`src/design/tde_pkg.sv`:
```
// Shared types, constants and the token ROM of the token dictionary expander.
// Used by tde_datapath, tde_controller and token_dictionary_expander_top.
`default_nettype none

package tde_pkg;

  // Block constants
  localparam int TOKEN_COUNT   = 40;
  localparam int MAX_TOKEN_LEN = 23;
  localparam int ROM_ENTRIES   = 40;
  localparam int ROM_LEN_W     = 5;
  localparam int ROM_TEXT_W    = 23 * 8;

  localparam logic [7:0] MARKER_BYTE       = 8'h1F;
  localparam logic [7:0] HEADER_COMPRESSED = 8'h00;

  // Status codes reported at the end of a blob
  localparam logic [1:0] ERR_OK    = 2'd0;
  localparam logic [1:0] ERR_RANGE = 2'd1;
  localparam logic [1:0] ERR_TRUNC = 2'd2;

  // Input and result payloads
  typedef struct packed {
    logic [7:0] data_byte;
    logic       first_of_blob;
    logic       last_of_blob;
  } in_t;

  typedef struct packed {
    logic [7:0] out_byte;
    logic       byte_valid;
    logic       last_of_item;
    logic       end_of_blob;
    logic [1:0] status;
  } out_t;

  // What a decoded input byte turns into
  typedef enum logic [1:0] {
    ACT_NONE  = 2'd0,
    ACT_BYTE  = 2'd1,
    ACT_EMPTY = 2'd2,
    ACT_TOKEN = 2'd3
  } act_t;

  // Controller to datapath commands
  typedef struct packed {
    logic capture;
    logic commit;
    logic load_single;
    logic tok_start;
    logic tok_load;
  } cmd_t;

  // Datapath to controller status
  typedef struct packed {
    act_t act;
    logic tok_last;
    logic slot_free;
  } stat_t;

  typedef struct packed {
    logic [ROM_LEN_W-1:0]  len;
    logic [ROM_TEXT_W-1:0] text;
  } tok_entry_t;

  // Token ROM: text is right-justified, first byte at the highest used lane
  function automatic tok_entry_t tok_entry(input logic [7:0] code);
    tok_entry_t r;
    r.len  = '0;
    r.text = '0;
    unique case (code)
      8'd0:  begin r.len = 5'd23; r.text = ",\"transportLatch\":false"; end
      8'd1:  begin r.len = 5'd23; r.text = ",\"followExternal\":false"; end
      8'd2:  begin r.len = 5'd20; r.text = ",\"debugMeters\":false"; end
      8'd3:  begin r.len = 5'd20; r.text = "\"engineSelections\":["; end
      8'd4:  begin r.len = 5'd16; r.text = ",\"stereoSpread\":"; end
      8'd5:  begin r.len = 5'd15; r.text = ",\"probability\":"; end
      8'd6:  begin r.len = 5'd15; r.text = ",\"grainSizeMs\":"; end
      8'd7:  begin r.len = 5'd15; r.text = "\"clock\":{\"bpm\":"; end
      8'd8:  begin r.len = 5'd14; r.text = ",\"windowSkew\":"; end
      8'd9:  begin r.len = 5'd14; r.text = ",\"resonator\":{"; end
      8'd10: begin r.len = 5'd14; r.text = ",\"brightness\":"; end
      8'd11: begin r.len = 5'd13; r.text = "\"masterSeed\":"; end
      8'd12: begin r.len = 5'd13; r.text = ",\"mutateAmt\":"; end
      8'd13: begin r.len = 5'd13; r.text = ",\"transpose\":"; end
      8'd14: begin r.len = 5'd13; r.text = ",\"granular\":{"; end
      8'd15: begin r.len = 5'd13; r.text = ",\"focusSeed\":"; end
      8'd16: begin r.len = 5'd13; r.text = ",\"sampleIdx\":"; end
      8'd17: begin r.len = 5'd12; r.text = ",\"feedback\":"; end
      8'd18: begin r.len = 5'd12; r.text = ",\"exciteMs\":"; end
      8'd19: begin r.len = 5'd12; r.text = ",\"jitterMs\":"; end
      8'd20: begin r.len = 5'd11; r.text = ",\"damping\":"; end
      8'd21: begin r.len = 5'd11; r.text = ",\"density\":"; end
      8'd22: begin r.len = 5'd11; r.text = ",\"sprayMs\":"; end
      8'd23: begin r.len = 5'd10; r.text = ",\"sdSlot\":"; end
      8'd24: begin r.len = 5'd10; r.text = ",\"spread\":"; end
      8'd25: begin r.len = 5'd10; r.text = ",\"source\":"; end
      8'd26: begin r.len = 5'd10; r.text = ",\"engine\":"; end
      8'd27: begin r.len = 5'd9;  r.text = "\"seeds\":["; end
      8'd28: begin r.len = 5'd9;  r.text = ",\"pitch\":"; end
      8'd29: begin r.len = 5'd8;  r.text = ",\"mode\":"; end
      8'd30: begin r.len = 5'd8;  r.text = ",\"prng\":"; end
      8'd31: begin r.len = 5'd8;  r.text = ",\"envS\":"; end
      8'd32: begin r.len = 5'd8;  r.text = ",\"tone\":"; end
      8'd33: begin r.len = 5'd8;  r.text = ",\"bank\":"; end
      8'd34: begin r.len = 5'd8;  r.text = ",\"envA\":"; end
      8'd35: begin r.len = 5'd8;  r.text = ",\"envD\":"; end
      8'd36: begin r.len = 5'd8;  r.text = ",\"envR\":"; end
      8'd37: begin r.len = 5'd6;  r.text = "{\"id\":"; end
      8'd38: begin r.len = 5'd2;  r.text = "},"; end
      8'd39: begin r.len = 5'd2;  r.text = "}]"; end
      default: begin r.len = '0; r.text = '0; end
    endcase
    return r;
  endfunction

endpackage

`default_nettype wire

```
`src/design/tde_controller.sv`:
```
// Controller of the token dictionary expander: accept, decode and token
// emission sequencing. Depends on tde_pkg.
`default_nettype none

module tde_controller (
  input  wire logic           clk,
  input  wire logic           rst,
  input  wire logic           in_valid,
  output logic                in_ready,
  input  wire tde_pkg::stat_t stat,
  output tde_pkg::cmd_t       cmd
);

  typedef enum logic [2:0] {
    S_IDLE   = 3'b001,
    S_DECODE = 3'b010,
    S_EMIT   = 3'b100
  } state_t;

  state_t state;
  state_t state_next;

  // Sequence one item: capture, decode, then emit token bytes
  always_comb begin
    state_next = state;
    cmd        = '0;
    in_ready   = 1'b0;
    unique case (state)
      S_IDLE: begin
        in_ready = 1'b1;
        if (in_valid) begin
          cmd.capture = 1'b1;
          state_next  = S_DECODE;
        end
      end
      S_DECODE: begin
        unique case (stat.act)
          tde_pkg::ACT_NONE: begin
            cmd.commit = 1'b1;
            state_next = S_IDLE;
          end
          tde_pkg::ACT_BYTE, tde_pkg::ACT_EMPTY: begin
            if (stat.slot_free) begin
              cmd.commit      = 1'b1;
              cmd.load_single = 1'b1;
              state_next      = S_IDLE;
            end
          end
          tde_pkg::ACT_TOKEN: begin
            cmd.commit    = 1'b1;
            cmd.tok_start = 1'b1;
            state_next    = S_EMIT;
          end
          default: begin
            state_next = S_IDLE;
          end
        endcase
      end
      S_EMIT: begin
        if (stat.slot_free) begin
          cmd.tok_load = 1'b1;
          if (stat.tok_last) begin
            state_next = S_IDLE;
          end
        end
      end
      default: begin
        state_next = S_IDLE;
      end
    endcase
  end

  always_ff @(posedge clk) begin
    if (rst) begin
      state <= S_IDLE;
    end else begin
      state <= state_next;
    end
  end

endmodule

`default_nettype wire

```
`config.mk`:
```
export PLATFORM = sky130hd
export DESIGN_NAME = tde_controller
export DESIGN_NICKNAME = d
export VERILOG_FILES = /design/src/design/tde_pkg.sv /design/src/design/tde_controller.sv
export SDC_FILE = /design/constraint.sdc
export NUM_CORES = 1
export LEC_CHECK = 0
export ABC_AREA = 1
export ABC_CLOCK_PERIOD_IN_PS = 1400
export BUFFER_PORTS_ARGS = -buffer_cell sky130_fd_sc_hd__buf_4
export CAP_MARGIN = 25
export CORE_AREA = 4 4 41 43
export DETAILED_ROUTE_END_ITERATION = 8
export DIE_AREA = 0 0 45 47
export PLACE_DENSITY = 0.46
export SYNTH_ARGS = -nofsm -noshare
export SYNTH_HDL_FRONTEND = slang
export SYNTH_SLANG_ARGS = --single-unit
```
`constraint.sdc`:
```
create_clock -name clk -period 1.4 [get_ports clk]
set_input_delay 0.14 -clock clk [delete_from_list [all_inputs] [get_ports clk]]
set_output_delay 0.14 -clock clk [all_outputs]
set_load 0.005 [all_outputs]
```
==> results.toml <==
[finish]
fillers = 157
diodes = 0
syn2layout_area_growth_pct = 60.1
reg_top3 = "state (3)"
top_register = "state"
mostFrequentLayoutCells = "buf_4, inv_1, nand2_1"
multi_input_area_um2 = 139
regArea_um2 = 61.3
largest_reg_flops = 3
nets = 63
final_common_cell = "buf_4"
drive_above_1_share_pct = 44.4
stdcell_count = 69

[clock_tree]
cts_hold_buf = 0
cts_setup_buffers = 0
cts_buffer_depth = 2
clock_sinks = 3
cts_inserted_buffers = 3
insertion_delay_ns = 0.23
clkTransAtPathRegs_ns = 0.04
clockRootBuffer = "clkbuf_4"
cts_tree = "yes"
htree_levels = 1

[timing]
slew_violations = 0
max_slew.worst_pin.slew_ns = 0.213
finalCriticalPeriod_ns = 1.27
skew_ns = 0.00202
period_share_pct = 90.5
grt_setup_unrepaired = "false"
final-hold-violation-count = 0
fin_tns_setup_ns = 0
slew_headroom_pct = 85.7
fmax_ghz = 0.789
setup_violations = 0
fin_hold_ws_ns = 0.0642

[logic_synthesis]
ys_seq_area_share_pct = 25.5
synth_nets = 46
syn_inst = 38
synth-compound-area-share_pct = 2.13
ys_seq_elements = 3
yosysUniqueCellTypes = 14
synth-adder-area-share_pct = 5.32
synth_xor_area_share_pct = 0
synth_top_family_by_area = "simple AND/OR/NAND/NOR gates"
avgSynthCellArea_um2 = 6.19
muxShareOfSynthArea_pct = 0
syn-cell-area_um2 = 235
yosys_warnings = 0
synth_simple_gate_area_share_pct = 49.5

[grt]
grt_antenna_before_repair = 0
grt_use_met1_pct = 7.69
grt_first_pass_wirelength_um = 1100
grt.busiest_layer = "met2"
grt_max_degree = 7
grt_util_all_layers_pct = 7.33
grt_remaining_overflow = 0
first_global_vias = 295
grtUsageMet3_pct = 1.15
globalRouteMet2Util_pct = 12.4

[route]
first_pass_iters = 5
viasPerCell = 4.22
vias = 291
antenna_left = 0
drt-initial-drc-count = 5
drc = 0
wl_um = 611
avgRoutedWirePerCell_um = 8.86

[placement]
detailed_place_hpwl_um = 504
port_buffers = 12
dp_cells = 65
place.gp.congestion = 0.698

[worst_setup_path]
cp-end-kind = "primary output"
required_ns = 1.26
path_max_fanout = 5
worstSetupPathType = "reg2out"
arrival_ns = 1.13
critPathLaunchType = "flip-flop"

[outcome]
outcome = "completed"

[job]
drv_cap = 0

[floorplanning]
placeableCoreArea_um2 = 1300
chipHeight_um = 47
io_pins = 13
die_x_um = 45
dieArea_um2 = 2120
initial_utilization_pct = 18.1
row_count = 13

[power_and_ir_drop]
leakagePower_nw = 0.215
peakVddDrop_uv = 217
power_density_nw_per_um2 = 1060

[min_path]
min_path_type = "in2reg"
==> what timing repair did <==
item	CTS	global route
setup endpoints to repair	0	2
resized for setup	0	2
hold endpoints to repair	0	0
==> through the flow <==
stage	power (W)	worst slack, ns	utilization [%]	area (um^2)
final	0.000398	0.133	28.9	377
after global routing	0.000436	0.00901	28.9	377
after CTS	0.000408	0.0445	28.5	370
after detailed placement	0.000247	0.238	26.4	344
after global placement	0.000249	0.247	26.4	344
after floorplan	0.000193	0.414	-	235
==> Yosys cell counts <==
master / number / area [um^2]
a21oi_1: 1 / 5.00
nand3_1: 4 / 20.0
nor2_1: 4 / 15.0
nand3_2: 1 / 10.0
nor3_2: 1 / 10.0
inv_1: 8 / 30.0
nand4_1: 3 / 18.8
inv_2: 3 / 11.3
dfxtp_1: 3 / 60.1
nand2_1: 5 / 18.8
ha_1: 1 / 12.5
nor3_1: 1 / 5.00
nor2_2: 2 / 12.5
nor4_1: 1 / 6.26
==> layout make-up <==
| type | count | area share, % |
|---|---|---|
| clock buffers | 4 | 6.98 |
| repair buffers | 12 | 23.9 |
| multi-input cells | 24 | 36.9 |
| inverters | 11 | 11.0 |
| flip-flops and latches | 3 | 16.3 |
| well taps | 15 | 4.98 |
==> power breakdown <==
part / internal [W] / switching [W]
registers: 0.0000995 / 0.0000181
logic: 0.0000617 / 0.0000661
clock network: 0.000107 / 0.0000454
==> worst paths after layout <==
| path | startpoint | end | slack (ns) | cells past startpoint |
|---|---|---|---|---|
| min | rst | state[1] | 0.06 | 2 |
| max reg2reg | state[1] | state[2] | 0.43 | 7 |
| max | state[0] | cmd[4] | 0.13 | 5 |
| min reg2reg | state[1] | state[1] | 0.62 | 4 |
==> logic make-up after synthesis <==
logic type      count (synthesis)
simple gates                   22
flops                           3
compound gates                  1
fa+ha+maj                       1
buf+inv                        11
==> worst max-delay path: stages, from the launching register on <==
cell,delay (ns)
dfxtp_1,0.41
inv_2,0.06
nor3_2,0.17
nand2_1,0.10
inv_1,0.06
buf_4,0.10
==> routing by layer <==
metal | wire [um] | share of wire, % | up-vias
li1 | - | - | 157
met1 | 250 | 41 | 126
met2 | 320 | 52 | 8
met3 | 40 | 6.5 | 0
met4 | 0 | 0 | 0
met5 | 0 | 0 | -
Power figures use the tool's default switching activity.
